**config.mk**
```make
export PLATFORM = sky130hd
export DESIGN_NAME = keypad_differential_drive_command
export DESIGN_NICKNAME = d
export VERILOG_FILES = /design/src/hw/rtl/kdd_pkg.sv /design/src/hw/rtl/keypad_differential_drive_command.sv /design/src/hw/rtl/kdd_cell.sv /design/src/hw/rtl/kdd_head.sv
export SDC_FILE = /design/constraint.sdc
export NUM_CORES = 2
export LEC_CHECK = 0
export ABC_AREA = 0
export BUFFER_PORTS_ARGS = -buffer_cell sky130_fd_sc_hd__buf_2
export CAP_MARGIN = 30
export CORE_MARGIN = 2
export CORE_UTILIZATION = 40
export DETAILED_ROUTE_END_ITERATION = 7
export PLACE_DENSITY = 0.56
export SYNTH_ARGS = -nofsm -noshare
export SYNTH_HDL_FRONTEND = slang
export SYNTH_SLANG_ARGS = --single-unit
```
**constraint.sdc**
```tcl
create_clock -name clk -period 5.56 [get_ports clk]
set_input_delay 1.112 -clock clk [delete_from_list [all_inputs] [get_ports clk]]
set_output_delay 1.112 -clock clk [all_outputs]
set_load 0.005 [all_outputs]
```
**src/hw/rtl/kdd_pkg.sv**
```systemverilog
// Package for the keypad differential drive command block.
// Holds key codes, key classes, the impulse entry type and shared widths.
// No dependencies.
`default_nettype none

package kdd_pkg;

    // Fixed widths of the fields and registers
    localparam int AGE_W      = 21;
    localparam int ELAPSED_W  = 20;
    localparam int KEY_W      = 8;
    localparam int LIMIT_W    = 16;
    localparam int TURN_W     = 12;
    localparam int INC_W      = 16;
    localparam int SPEED_W    = 18;
    localparam int CFG_IDX_W  = 2;
    localparam int CFG_DATA_W = 21;

    // Default ring depth
    localparam int NUM_IMPULSES_DEF = 16;

    // Register reset values and limits
    localparam logic [LIMIT_W-1:0]   SPEED_LIMIT_RST = 16'd50000;
    localparam logic [TURN_W-1:0]    TURN_STEP_RST   = 12'd1000;
    localparam logic [AGE_W-1:0]     LIFETIME_RST    = 21'd1000000;
    localparam logic signed [INC_W-1:0] INC_RST      = 16'sd10;
    localparam logic signed [INC_W-1:0] INC_MAX      = 16'sd32767;
    localparam logic signed [INC_W-1:0] INC_MIN      = -16'sd32767;
    localparam int                   OUT_MAX         = 131071;

    // Configuration register indexes
    localparam logic [CFG_IDX_W-1:0] CFG_SPEED_LIMIT = 2'd0;
    localparam logic [CFG_IDX_W-1:0] CFG_TURN_STEP   = 2'd1;
    localparam logic [CFG_IDX_W-1:0] CFG_LIFETIME    = 2'd2;

    // ASCII key codes
    localparam logic [KEY_W-1:0] KEY_CODE_NONE   = 8'h00;
    localparam logic [KEY_W-1:0] KEY_CODE_S      = 8'h73;
    localparam logic [KEY_W-1:0] KEY_CODE_5      = 8'h35;
    localparam logic [KEY_W-1:0] KEY_CODE_W      = 8'h77;
    localparam logic [KEY_W-1:0] KEY_CODE_8      = 8'h38;
    localparam logic [KEY_W-1:0] KEY_CODE_X      = 8'h78;
    localparam logic [KEY_W-1:0] KEY_CODE_2      = 8'h32;
    localparam logic [KEY_W-1:0] KEY_CODE_A      = 8'h61;
    localparam logic [KEY_W-1:0] KEY_CODE_4      = 8'h34;
    localparam logic [KEY_W-1:0] KEY_CODE_D      = 8'h64;
    localparam logic [KEY_W-1:0] KEY_CODE_6      = 8'h36;
    localparam logic [KEY_W-1:0] KEY_CODE_PLUS   = 8'h2B;
    localparam logic [KEY_W-1:0] KEY_CODE_MINUS  = 8'h2D;
    localparam logic [KEY_W-1:0] KEY_CODE_Q      = 8'h71;
    localparam logic [KEY_W-1:0] KEY_CODE_7      = 8'h37;
    localparam logic [KEY_W-1:0] KEY_CODE_Y      = 8'h79;
    localparam logic [KEY_W-1:0] KEY_CODE_1      = 8'h31;
    localparam logic [KEY_W-1:0] KEY_CODE_E      = 8'h65;
    localparam logic [KEY_W-1:0] KEY_CODE_9      = 8'h39;
    localparam logic [KEY_W-1:0] KEY_CODE_C      = 8'h63;
    localparam logic [KEY_W-1:0] KEY_CODE_3      = 8'h33;

    // Decoded key classes
    typedef enum logic [3:0] {
        KEY_IDLE,
        KEY_STOP,
        KEY_FWD,
        KEY_BACK,
        KEY_LEFT,
        KEY_RIGHT,
        KEY_INC,
        KEY_DEC,
        KEY_BAD
    } key_class_t;

    // Controller states
    typedef enum logic [1:0] {
        ST_IDLE,
        ST_SWEEP,
        ST_MUL,
        ST_SUM
    } state_t;

    // One turn impulse entry
    typedef struct packed {
        logic             active;
        logic             right;
        logic [AGE_W-1:0] age;
    } impulse_t;

    // Per-entry controls handed to the ring head
    typedef struct packed {
        logic stop;
        logic push;
        logic push_right;
        logic at_slot;
    } head_ctrl_t;

    // Map an ASCII code onto a key class
    function automatic key_class_t decode_key(input logic [KEY_W-1:0] code);
        key_class_t k;
        case (code)
            KEY_CODE_S, KEY_CODE_5:          k = KEY_STOP;
            KEY_CODE_W, KEY_CODE_8:          k = KEY_FWD;
            KEY_CODE_X, KEY_CODE_2:          k = KEY_BACK;
            KEY_CODE_A, KEY_CODE_4:          k = KEY_LEFT;
            KEY_CODE_D, KEY_CODE_6:          k = KEY_RIGHT;
            KEY_CODE_PLUS:                   k = KEY_INC;
            KEY_CODE_MINUS:                  k = KEY_DEC;
            KEY_CODE_Q, KEY_CODE_7, KEY_CODE_Y, KEY_CODE_1,
            KEY_CODE_E, KEY_CODE_9, KEY_CODE_C, KEY_CODE_3,
            KEY_CODE_NONE:                   k = KEY_IDLE;
            default:                         k = KEY_BAD;
        endcase
        return k;
    endfunction

endpackage

`default_nettype wire

```
**src/hw/rtl/keypad_differential_drive_command.sv**
```systemverilog
// Keypad differential drive command: top level with controller, speed
// state, impulse ring of kdd_cell instances around one kdd_head, and output.
// Depends on kdd_pkg, kdd_cell and kdd_head.
`default_nettype none

// Each accepted key item updates the base speed and step at once, then the
// turn impulse ring makes one full rotation, one entry per cycle through the
// shared head, which ages, expires, clears or writes the entry before it is
// counted. A multiply state and a sum-and-clamp state follow, after which the
// block is ready for the next item. The result sits in an output register, so
// a new item is taken while the previous result waits for its transfer; the
// sum stage holds only if that register is still full. Configuration writes
// are always taken and land in the registers in the next cycle.
module keypad_differential_drive_command #(
    parameter int NUM_IMPULSES = kdd_pkg::NUM_IMPULSES_DEF
) (
    input  wire logic                              clk,
    input  wire logic                              rst_n,
    input  wire logic                              cfg_valid,
    output logic                                   cfg_ready,
    input  wire logic [kdd_pkg::CFG_IDX_W-1:0]     cfg_index,
    input  wire logic [kdd_pkg::CFG_DATA_W-1:0]    cfg_data,
    input  wire logic                              in_valid,
    output logic                                   in_ready,
    input  wire logic [kdd_pkg::KEY_W-1:0]         operation,
    input  wire logic [kdd_pkg::ELAPSED_W-1:0]     elapsed,
    output logic                                   out_valid,
    input  wire logic                              out_ready,
    output logic signed [kdd_pkg::SPEED_W-1:0]     left_speed,
    output logic signed [kdd_pkg::SPEED_W-1:0]     right_speed,
    output logic                                   unknown_key
);

    localparam int IW = (NUM_IMPULSES > 1) ? $clog2(NUM_IMPULSES) : 1;
    localparam int CW = $clog2(NUM_IMPULSES + 1) + 1;
    localparam int DW = CW + kdd_pkg::TURN_W + 1;
    localparam int SW = (DW + 1 > kdd_pkg::SPEED_W + 1) ? DW + 1 : kdd_pkg::SPEED_W + 1;
    localparam int BW = kdd_pkg::SPEED_W + 1;

    // Configuration registers
    logic [kdd_pkg::LIMIT_W-1:0] speed_limit_reg;
    logic [kdd_pkg::TURN_W-1:0]  turn_step_reg;
    logic [kdd_pkg::AGE_W-1:0]   lifetime_reg;

    // Block state
    kdd_pkg::state_t                   state_reg, state_next;
    logic signed [kdd_pkg::SPEED_W-1:0] base_speed_reg;
    logic signed [kdd_pkg::INC_W-1:0]   speed_inc_reg;
    logic [IW-1:0]                     write_slot_reg;
    logic [IW-1:0]                     step_reg;
    kdd_pkg::key_class_t               kcls_reg;
    logic [kdd_pkg::ELAPSED_W-1:0]     elapsed_reg;
    logic signed [CW-1:0]              count_reg;
    logic signed [DW-1:0]              dir_reg;

    // Output register
    logic                              out_valid_reg;
    logic signed [kdd_pkg::SPEED_W-1:0] left_reg;
    logic signed [kdd_pkg::SPEED_W-1:0] right_reg;
    logic                              unknown_reg;

    // Handshake and decode
    logic                in_xfer;
    logic                shift;
    logic                last_step;
    logic                sum_load;
    kdd_pkg::key_class_t kcls_in;

    // Speed arithmetic
    logic signed [BW-1:0] lim_pos;
    logic signed [BW-1:0] lim_neg;
    logic signed [BW-1:0] speed_sum;
    logic signed [BW-1:0] speed_clamped;
    logic signed [SW-1:0] left_sum;
    logic signed [SW-1:0] right_sum;
    logic signed [SW-1:0] out_max;
    logic signed [SW-1:0] out_min;
    logic signed [kdd_pkg::SPEED_W-1:0] left_sat;
    logic signed [kdd_pkg::SPEED_W-1:0] right_sat;

    // Ring
    kdd_pkg::impulse_t   cell_q [NUM_IMPULSES];
    kdd_pkg::impulse_t   head_out;
    kdd_pkg::head_ctrl_t head_ctrl;
    logic [IW-1:0]       cur_slot;

    assign cfg_ready = 1'b1;
    assign in_ready  = (state_reg == kdd_pkg::ST_IDLE);
    assign in_xfer   = in_valid && in_ready;
    assign kcls_in   = kdd_pkg::decode_key(operation);
    assign shift     = (state_reg == kdd_pkg::ST_SWEEP);
    assign last_step = (step_reg == IW'(NUM_IMPULSES - 1));
    assign sum_load  = (state_reg == kdd_pkg::ST_SUM) && (!out_valid_reg || out_ready);

    // Write configuration registers; indexes beyond the list are dropped
    always_ff @(posedge clk or negedge rst_n)
    begin
        if (!rst_n)
        begin
            speed_limit_reg <= kdd_pkg::SPEED_LIMIT_RST;
            turn_step_reg   <= kdd_pkg::TURN_STEP_RST;
            lifetime_reg    <= kdd_pkg::LIFETIME_RST;
        end
        else if (cfg_valid && cfg_ready)
        begin
            case (cfg_index)
                kdd_pkg::CFG_SPEED_LIMIT: speed_limit_reg <= cfg_data[kdd_pkg::LIMIT_W-1:0];
                kdd_pkg::CFG_TURN_STEP:   turn_step_reg   <= cfg_data[kdd_pkg::TURN_W-1:0];
                kdd_pkg::CFG_LIFETIME:    lifetime_reg    <= cfg_data[kdd_pkg::AGE_W-1:0];
                default:                  ;
            endcase
        end
    end

    // Base speed step and clamp
    always_comb
    begin
        lim_pos   = $signed({{(BW - kdd_pkg::LIMIT_W){1'b0}}, speed_limit_reg});
        lim_neg   = -lim_pos;
        speed_sum = BW'(base_speed_reg);
        if (kcls_in == kdd_pkg::KEY_FWD)
        begin
            speed_sum = BW'(base_speed_reg) + BW'(speed_inc_reg);
        end
        else if (kcls_in == kdd_pkg::KEY_BACK)
        begin
            speed_sum = BW'(base_speed_reg) - BW'(speed_inc_reg);
        end
        if (speed_sum > lim_pos)
        begin
            speed_clamped = lim_pos;
        end
        else if (speed_sum < lim_neg)
        begin
            speed_clamped = lim_neg;
        end
        else
        begin
            speed_clamped = speed_sum;
        end
    end

    // Latch the key and act on speed, step and stop at transfer
    always_ff @(posedge clk or negedge rst_n)
    begin
        if (!rst_n)
        begin
            base_speed_reg <= '0;
            speed_inc_reg  <= kdd_pkg::INC_RST;
            kcls_reg       <= kdd_pkg::KEY_IDLE;
            elapsed_reg    <= '0;
        end
        else if (in_xfer)
        begin
            kcls_reg    <= kcls_in;
            elapsed_reg <= elapsed;
            case (kcls_in)
                kdd_pkg::KEY_STOP:
                begin
                    base_speed_reg <= '0;
                end
                kdd_pkg::KEY_FWD, kdd_pkg::KEY_BACK:
                begin
                    base_speed_reg <= speed_clamped[kdd_pkg::SPEED_W-1:0];
                end
                kdd_pkg::KEY_INC:
                begin
                    if (speed_inc_reg < kdd_pkg::INC_MAX)
                    begin
                        speed_inc_reg <= speed_inc_reg + kdd_pkg::INC_W'(1);
                    end
                end
                kdd_pkg::KEY_DEC:
                begin
                    if (speed_inc_reg > kdd_pkg::INC_MIN)
                    begin
                        speed_inc_reg <= speed_inc_reg - kdd_pkg::INC_W'(1);
                    end
                end
                default: ;
            endcase
        end
    end

    // State register
    always_ff @(posedge clk or negedge rst_n)
    begin
        if (!rst_n)
        begin
            state_reg <= kdd_pkg::ST_IDLE;
        end
        else
        begin
            state_reg <= state_next;
        end
    end

    // Next state
    always_comb
    begin
        state_next = state_reg;
        case (state_reg)
            kdd_pkg::ST_IDLE:
            begin
                if (in_xfer)
                begin
                    state_next = kdd_pkg::ST_SWEEP;
                end
            end
            kdd_pkg::ST_SWEEP:
            begin
                if (last_step)
                begin
                    state_next = kdd_pkg::ST_MUL;
                end
            end
            kdd_pkg::ST_MUL:
            begin
                state_next = kdd_pkg::ST_SUM;
            end
            kdd_pkg::ST_SUM:
            begin
                if (sum_load)
                begin
                    state_next = kdd_pkg::ST_IDLE;
                end
            end
            default:
            begin
                state_next = kdd_pkg::ST_IDLE;
            end
        endcase
    end

    // Advance the sweep, count active impulses, move the write slot
    always_ff @(posedge clk or negedge rst_n)
    begin
        if (!rst_n)
        begin
            step_reg       <= '0;
            count_reg      <= '0;
            write_slot_reg <= '0;
        end
        else if (in_xfer)
        begin
            step_reg  <= '0;
            count_reg <= '0;
        end
        else if (shift)
        begin
            step_reg <= last_step ? '0 : step_reg + IW'(1);
            if (head_out.active)
            begin
                count_reg <= head_out.right ? count_reg + CW'(1) : count_reg - CW'(1);
            end
            if (last_step && head_ctrl.push)
            begin
                write_slot_reg <= (write_slot_reg == IW'(NUM_IMPULSES - 1)) ?
                                  '0 : write_slot_reg + IW'(1);
            end
        end
    end

    // Entry at the last cell on this step is slot NUM_IMPULSES-1-step
    assign cur_slot             = IW'(NUM_IMPULSES - 1) - step_reg;
    assign head_ctrl.stop       = (kcls_reg == kdd_pkg::KEY_STOP);
    assign head_ctrl.push       = (kcls_reg == kdd_pkg::KEY_LEFT) ||
                                  (kcls_reg == kdd_pkg::KEY_RIGHT);
    assign head_ctrl.push_right = (kcls_reg == kdd_pkg::KEY_RIGHT);
    assign head_ctrl.at_slot    = (cur_slot == write_slot_reg);

    kdd_head u_head (
        .entry_in  (cell_q[NUM_IMPULSES-1]),
        .elapsed   (elapsed_reg),
        .lifetime  (lifetime_reg),
        .ctrl      (head_ctrl),
        .entry_out (head_out)
    );

    // Ring of cells, first fed by the head, each next by its neighbor
    for (genvar j = 0; j < NUM_IMPULSES; j++)
    begin : g_cell
        if (j == 0)
        begin : g_first
            kdd_cell u_cell (
                .clk   (clk),
                .rst_n (rst_n),
                .shift (shift),
                .d     (head_out),
                .q     (cell_q[j])
            );
        end
        else
        begin : g_rest
            kdd_cell u_cell (
                .clk   (clk),
                .rst_n (rst_n),
                .shift (shift),
                .d     (cell_q[j-1]),
                .q     (cell_q[j])
            );
        end
    end

    // Direction from the impulse count
    always_ff @(posedge clk)
    begin
        if (state_reg == kdd_pkg::ST_MUL)
        begin
            dir_reg <= DW'(count_reg) * DW'($signed({1'b0, turn_step_reg}));
        end
    end

    // Wheel sums and saturation
    always_comb
    begin
        out_max   = SW'(kdd_pkg::OUT_MAX);
        out_min   = -out_max;
        left_sum  = SW'(base_speed_reg) + SW'(dir_reg);
        right_sum = SW'(base_speed_reg) - SW'(dir_reg);
        if (left_sum > out_max)
        begin
            left_sat = out_max[kdd_pkg::SPEED_W-1:0];
        end
        else if (left_sum < out_min)
        begin
            left_sat = out_min[kdd_pkg::SPEED_W-1:0];
        end
        else
        begin
            left_sat = left_sum[kdd_pkg::SPEED_W-1:0];
        end
        if (right_sum > out_max)
        begin
            right_sat = out_max[kdd_pkg::SPEED_W-1:0];
        end
        else if (right_sum < out_min)
        begin
            right_sat = out_min[kdd_pkg::SPEED_W-1:0];
        end
        else
        begin
            right_sat = right_sum[kdd_pkg::SPEED_W-1:0];
        end
    end

    // Output valid: set on load, drop on transfer
    always_ff @(posedge clk or negedge rst_n)
    begin
        if (!rst_n)
        begin
            out_valid_reg <= 1'b0;
        end
        else if (sum_load)
        begin
            out_valid_reg <= 1'b1;
        end
        else if (out_ready)
        begin
            out_valid_reg <= 1'b0;
        end
    end

    // Output payload
    always_ff @(posedge clk)
    begin
        if (sum_load)
        begin
            left_reg    <= left_sat;
            right_reg   <= right_sat;
            unknown_reg <= (kcls_reg == kdd_pkg::KEY_BAD);
        end
    end

    assign out_valid   = out_valid_reg;
    assign left_speed  = left_reg;
    assign right_speed = right_reg;
    assign unknown_key = unknown_reg;

    // A speed step always lands within the limit in force at transfer
    a_speed_clamped : assert property (@(posedge clk) disable iff (!rst_n)
        (in_xfer && (kcls_in == kdd_pkg::KEY_FWD || kcls_in == kdd_pkg::KEY_BACK)) |=>
        (BW'(base_speed_reg) <= $signed({{(BW - kdd_pkg::LIMIT_W){1'b0}},
                                          $past(speed_limit_reg)})) &&
        (BW'(base_speed_reg) >= -$signed({{(BW - kdd_pkg::LIMIT_W){1'b0}},
                                           $past(speed_limit_reg)})))
        else $error("base speed outside limit after speed step");

    // The ring has made exactly one full turn when the multiply starts
    a_sweep_wrapped : assert property (@(posedge clk) disable iff (!rst_n)
        (state_reg == kdd_pkg::ST_MUL) |-> (step_reg == '0))
        else $error("sweep counter not back at zero");

    // After stop no impulse may be counted
    a_stop_clears : assert property (@(posedge clk) disable iff (!rst_n)
        (state_reg == kdd_pkg::ST_MUL && kcls_reg == kdd_pkg::KEY_STOP) |-> (count_reg == '0))
        else $error("impulses counted after stop");

endmodule

`default_nettype wire

```
**src/hw/rtl/kdd_cell.sv**
```systemverilog
// One storage cell of the turn impulse ring.
// Depends on kdd_pkg for the impulse entry type.
`default_nettype none

module kdd_cell (
    input  wire logic              clk,
    input  wire logic              rst_n,
    input  wire logic              shift,
    input  wire kdd_pkg::impulse_t d,
    output kdd_pkg::impulse_t      q
);

    kdd_pkg::impulse_t entry_reg;

    // Take the neighbor's entry on every shift
    always_ff @(posedge clk or negedge rst_n)
    begin
        if (!rst_n)
        begin
            entry_reg <= '0;
        end
        else if (shift)
        begin
            entry_reg <= d;
        end
    end

    assign q = entry_reg;

endmodule

`default_nettype wire

```
**src/hw/rtl/kdd_head.sv**
```systemverilog
// Ring head: ages, expires, clears and writes the entry that leaves the
// last cell on its way back to the first. Depends on kdd_pkg.
`default_nettype none

module kdd_head (
    input  wire kdd_pkg::impulse_t               entry_in,
    input  wire logic [kdd_pkg::ELAPSED_W-1:0]   elapsed,
    input  wire logic [kdd_pkg::AGE_W-1:0]       lifetime,
    input  wire kdd_pkg::head_ctrl_t             ctrl,
    output kdd_pkg::impulse_t                    entry_out
);

    logic [kdd_pkg::AGE_W:0] age_sum;
    kdd_pkg::impulse_t       aged;

    assign age_sum = {1'b0, entry_in.age} + {{(kdd_pkg::AGE_W + 1 - kdd_pkg::ELAPSED_W){1'b0}},
                                              elapsed};

    // Age an active entry, drop it once past the lifetime
    always_comb
    begin
        aged = entry_in;
        if (entry_in.active)
        begin
            if (age_sum > {1'b0, lifetime})
            begin
                aged = '0;
            end
            else
            begin
                aged.age = age_sum[kdd_pkg::AGE_W-1:0];
            end
        end
    end

    // Apply the key: stop clears, a push writes a fresh impulse at the slot
    always_comb
    begin
        entry_out = aged;
        if (ctrl.stop)
        begin
            entry_out = '0;
        end
        else if (ctrl.push && ctrl.at_slot)
        begin
            entry_out.active = 1'b1;
            entry_out.right  = ctrl.push_right;
            entry_out.age    = kdd_pkg::AGE_W'(1);
        end
    end

endmodule

`default_nettype wire

```
==> parameters.txt <==
Parameter                              Value

Drt
  Total Wirelength ... 80.09 mm
  Initial drt markers ... 1626
  Remaining routing DRC violations ... 0
  Count of nets left with antenna violations after detail routing ... 0
  Post-detailed-route wirelength per cell ... 19.01 um
  DRT Pass-1 Iters ... 5
  Vias post-DR ... 22730
  Via/cell ratio ... 5.397

Timing
  Final setup viols ... 0
  Setup tns final ... 0 ns
  Min Hold Slack ... 0.4831 ns
  Crit path setup slack, layout ... 0.2548 ns
  Upper clock frequency limit ... 0.1885 GHz
  Clock skew ... 0.03240 ns
  Worst slew slack as a fraction of its limit ... 31.34%
  Post-route minimum period ... 5.305 ns
  Total count of hold-check failures in the final report ... 0
  Worst Max-Slew Pin Slew ... 1.024 ns
  Number of max-slew violations in the final report ... 0
  Fraction of the cycle the final worst path needs ... 95.42%

Worst setup path
  Largest fanout of any net on the critical path ... 3
  Required time at the worst-slack endpoint ... 6.11 ns
  Classification of the worst setup path ... reg2reg
  CP Capture Type ... register
  Crit start category ... register
  CP arrival ... 5.85 ns
  Capture point of the worst reg-to-reg path ... count_reg[5]
  Origin of the critical flop-to-flop path ... g_cell[15].g_rest.u_cell.q[1]
  Depth of the most critical reg-to-reg path ... 27
  Worst reg-to-reg setup slack ... 0.25 ns

Floorplan
  Horizontal extent of the die ... 286.6 um
  # rows ... 103
  Initial Util ... 40.43%
  Die H ... 286.6 um
  Top-level port count ... 96
  Core box area ... 79000 um2
  Die Area ... 82120 um2

Global route
  Met1 track demand over resource in global routing ... 26.43%
  Wire length of the first global-routing pass ... 128.0 mm
  Gr ovfl total ... 0
  Initial antenna violation count ... 1
  Largest net degree at the start of global routing ... 134
  Vias in the first global route ... 23120
  Met2 usage in global routing ... 32.13%
  Top Usage Layer GRT ... met2
  GR Util All Layers ... 19.37%
  Met3 global-route usage ... 2.091%

Yosys
  Compound-cell area share of the yosys netlist ... 13.20%
  Library cell with the highest instance count after synthesis ... sky130_fd_sc_hd__dfrtp_1
  Synthesized area per cell ... 10.88 um2
  Most common library cells after synthesis ... sky130_fd_sc_hd__dfrtp_1 (471), sky130_fd_sc_hd__mux2_2 (382), sky130_fd_sc_hd__nand2_1 (225)
  Number of cells produced by synthesis ... 2934
  Main combinational cell family by area after synthesis ... multiplexers
  Synthesized net count ... 3255
  Parity-gate share of the synthesized area counting xor and xnor cells ... 2.684%
  Most used DFF post-synth ... sky130_fd_sc_hd__dfrtp_1
  Post-Synth Simple-Gate Area ... 10.63%
  Most area-hungry cell type in the Yosys netlist ... sky130_fd_sc_hd__dfrtp_1
  Cell area after synthesis ... 31940 um2
  Unique cell type count in the Yosys netlist ... 114
  Share of cell area taken by muxes after synthesis ... 13.75%
  Top cell type's share of synthesized area ... 36.91%
  FFs w/ async S/R, synth ... 89.78%
  Yosys reg bits ... 548
  Post-Synth Adder-Cell Area ... 11.51%
  Share of synthesized area occupied by flip-flops and latches ... 43.90%
  Top cells by area, synth ... sky130_fd_sc_hd__dfrtp_1 (37%), sky130_fd_sc_hd__mux2_2 (13%), sky130_fd_sc_hd__ha_1 (8.5%)
  Synth warn ... 0
  Number of synthesized flops with an enable pin ... 56

CTS
  Number of buffers between clock root and the deepest sink ... 3
  CTS H-tree lvls ... 2
  Hold buffer count at CTS ... 0
  Num CTS Buffers ... 61
  Clock-pin transition on the worst setup and hold timing paths ... 0.06 ns
  Buffer cell driving the clock tree root ... sky130_fd_sc_hd__clkbuf_16
  CTS tree ... built
  Insertion delay to the later sink of the worst-skew pair ... 0.65 ns
  Total number of clock tree sinks ... 548

Final layout
  Inserted Diodes ... 0
  Flip-flop count of the largest register after layout ... 345
  Fill cell total of the finished layout ... 7299
  Share of the core filled with cells in the final layout ... 46.47%
  Synthesis-to-finish area growth ... 14.94%
  Share of cells above drive strength 1 ... 26.28%
  Number of nets in the finished design ... 3435

Placement
  Routability-driven placement congestion ratio ... 0.8962
  Pre-CTS setup slack ... -0.2021 ns
  I/O Buffers ... 94
  Detailed Place HPWL ... 59.56 mm

Worst hold path
  Instance count along the most critical hold path ... 2
  End point of the worst hold path ... elapsed_reg[2]
  Critical hold path startpoint ... elapsed_reg[2]
  Hold crit path type ... reg2reg

Power and ir drop
  IR Drop Worst-Case VDD ... 0.3202 mV
  Leakage power of the design ... 17.96 nW
  Areal power density over the cells ... 327.9 nW/um2

Flow run
  Max Cap Violations ... 0

Outcome
  Run status ... completed
## layer usage
layer / routed length, um / part of all wire (%) / vias to the layer above
met3: 2856 / 3.6 / 131
met5: 0 / 0 / -
met2: 37640 / 47 / 484
met1: 37060 / 46 / 11200
met4: 2538 / 3.2 / 0
li1: - / - / 10920
## critical path, stage by stage, from the launching register on
cell                       delay, ns
sky130_fd_sc_hd__dfrtp_1        0.39
sky130_fd_sc_hd__buf_4          0.15
sky130_fd_sc_hd__fa_2           0.38
sky130_fd_sc_hd__a21o_1         0.17
sky130_fd_sc_hd__a21oi_2        0.16
sky130_fd_sc_hd__o21ai_2        0.09
sky130_fd_sc_hd__and4_4         0.19
sky130_fd_sc_hd__or3_4          0.39
sky130_fd_sc_hd__a31o_4         0.27
sky130_fd_sc_hd__a21oi_4        0.14
sky130_fd_sc_hd__xnor2_2        0.13
sky130_fd_sc_hd__ha_1           0.26
sky130_fd_sc_hd__a21o_1         0.17
sky130_fd_sc_hd__a211oi_2       0.20
sky130_fd_sc_hd__o21a_1         0.14
sky130_fd_sc_hd__o31ai_1        0.08
sky130_fd_sc_hd__a22oi_2        0.26
sky130_fd_sc_hd__a31oi_4        0.14
sky130_fd_sc_hd__nor2_2         0.15
sky130_fd_sc_hd__inv_2          0.07
sky130_fd_sc_hd__buf_4          0.16
sky130_fd_sc_hd__ha_4           0.27
sky130_fd_sc_hd__a21oi_2        0.06
sky130_fd_sc_hd__o21bai_1       0.13
sky130_fd_sc_hd__a21oi_1        0.09
sky130_fd_sc_hd__xor2_1         0.16
sky130_fd_sc_hd__or3_1          0.30
sky130_fd_sc_hd__a21oi_1        0.13
## how the worst max path moves through the flow
| stage | startpoint | end | slack, ns | cells after the start |
|---|---|---|---|---|
| 6_report | g_cell[15].g_rest.u_cell.q[1] | count_reg[5] | 0.25 | 27 |
| 2_1_floorplan | elapsed_reg[0] | count_reg[5] | 0.04 | 27 |
| 3_3_place_gp | elapsed_reg[0] | count_reg[5] | -0.20 | 27 |
| 4_1_cts | elapsed_reg[0] | count_reg[5] | 0.008 | 27 |
| 5_1_grt | g_cell[15].g_rest.u_cell.q[1] | count_reg[5] | -0.001 | 27 |
| 3_5_place_dp | elapsed_reg[0] | count_reg[5] | -0.20 | 27 |
## placed cells by master, fill, tap and decap left out, types with 12 or more instances in the layout
cell	Yosys	routed
sky130_fd_sc_hd__a22oi_1	18	17
sky130_fd_sc_hd__nor2b_1	27	27
sky130_fd_sc_hd__clkbuf_16	0	61
sky130_fd_sc_hd__fa_1	48	47
sky130_fd_sc_hd__ha_1	217	212
sky130_fd_sc_hd__xor2_1	31	31
sky130_fd_sc_hd__nand3_1	52	51
sky130_fd_sc_hd__a31oi_1	22	21
sky130_fd_sc_hd__edfxtp_1	56	56
sky130_fd_sc_hd__and3_1	23	23
sky130_fd_sc_hd__nand4_1	22	22
sky130_fd_sc_hd__nand2_1	225	225
sky130_fd_sc_hd__clkbuf_1	93	13
sky130_fd_sc_hd__a21o_1	42	42
sky130_fd_sc_hd__nor3_1	48	46
sky130_fd_sc_hd__o21ai_0	106	104
sky130_fd_sc_hd__a21oi_1	135	128
sky130_fd_sc_hd__and2_1	31	30
sky130_fd_sc_hd__a211oi_1	14	13
sky130_fd_sc_hd__buf_4	7	145
sky130_fd_sc_hd__o22ai_1	22	22
sky130_fd_sc_hd__inv_1	216	215
sky130_fd_sc_hd__buf_2	20	93
sky130_fd_sc_hd__nand2b_1	31	31
sky130_fd_sc_hd__nor2_1	125	124
sky130_fd_sc_hd__o21a_1	20	20
sky130_fd_sc_hd__xnor2_1	65	64
sky130_fd_sc_hd__o211ai_1	22	22
sky130_fd_sc_hd__a211o_1	12	12
sky130_fd_sc_hd__nand3b_1	12	12
sky130_fd_sc_hd__mux2_2	382	382
sky130_fd_sc_hd__dfrtp_1	471	471
sky130_fd_sc_hd__dfstp_2	21	21
sky130_fd_sc_hd__o221ai_1	19	19
sky130_fd_sc_hd__or3_1	20	19
sky130_fd_sc_hd__o21bai_1	20	20
sky130_fd_sc_hd__nor4_1	19	18
## area by class of cell
| cell class | count | area, um2 | share of cell area (%) |
|---|---|---|---|
| Clock buffer | 84 | 1713 | 4.666 |
| Clock inverter | 27 | 391.6 | 1.067 |
| Inverter | 219 | 822.0 | 2.239 |
| Multi-Input combinational cell | 2039 | 16760 | 45.65 |
| Sequential cell | 548 | 14020 | 38.19 |
| Tap cell | 1050 | 1314 | 3.579 |
| Timing Repair Buffer | 245 | 1692 | 4.608 |
## through the flow
| step | cell area [um2] | power [mW] | instances |
|---|---|---|---|
| after floorplan | 31940 | 6.938 | 2934 |
| after global placement | 34280 | 7.784 | 4088 |
| after detailed placement | 34330 | 7.873 | 4090 |
| after CTS | 36470 | 12.13 | 4204 |
| after global routing | 36710 | 12.69 | 4212 |
| final | 36710 | 12.04 | 4212 |
## timing repair
item,in CTS,in global routing
resized for setup,6,29
setup buffers,3,6
pin swaps,7,25
endpoints found under the setup margin,1,19
cloned,0,0
endpoints found under the hold margin,0,0
## cells by family (layout without fill, tap and decap cells)
logic type	Yosys count	in the layout
simple gates	682	682
other cells	1	1
xor+xnor	97	97
fa+ha+maj	265	265
flops	548	548
buf+inv	347	575
compound gates	603	603
mux	391	391
## where the power goes
part / internal (mW) / leakage, nW / total (mW) / switching [mW]
sequential: 4.44 / 7.21 / 4.64 / 0.202
combinational: 1.31 / 9.74 / 3.22 / 1.91
clock: 2.48 / 1.02 / 4.17 / 1.69
Note: power is estimated with default switching activity, not from simulation.
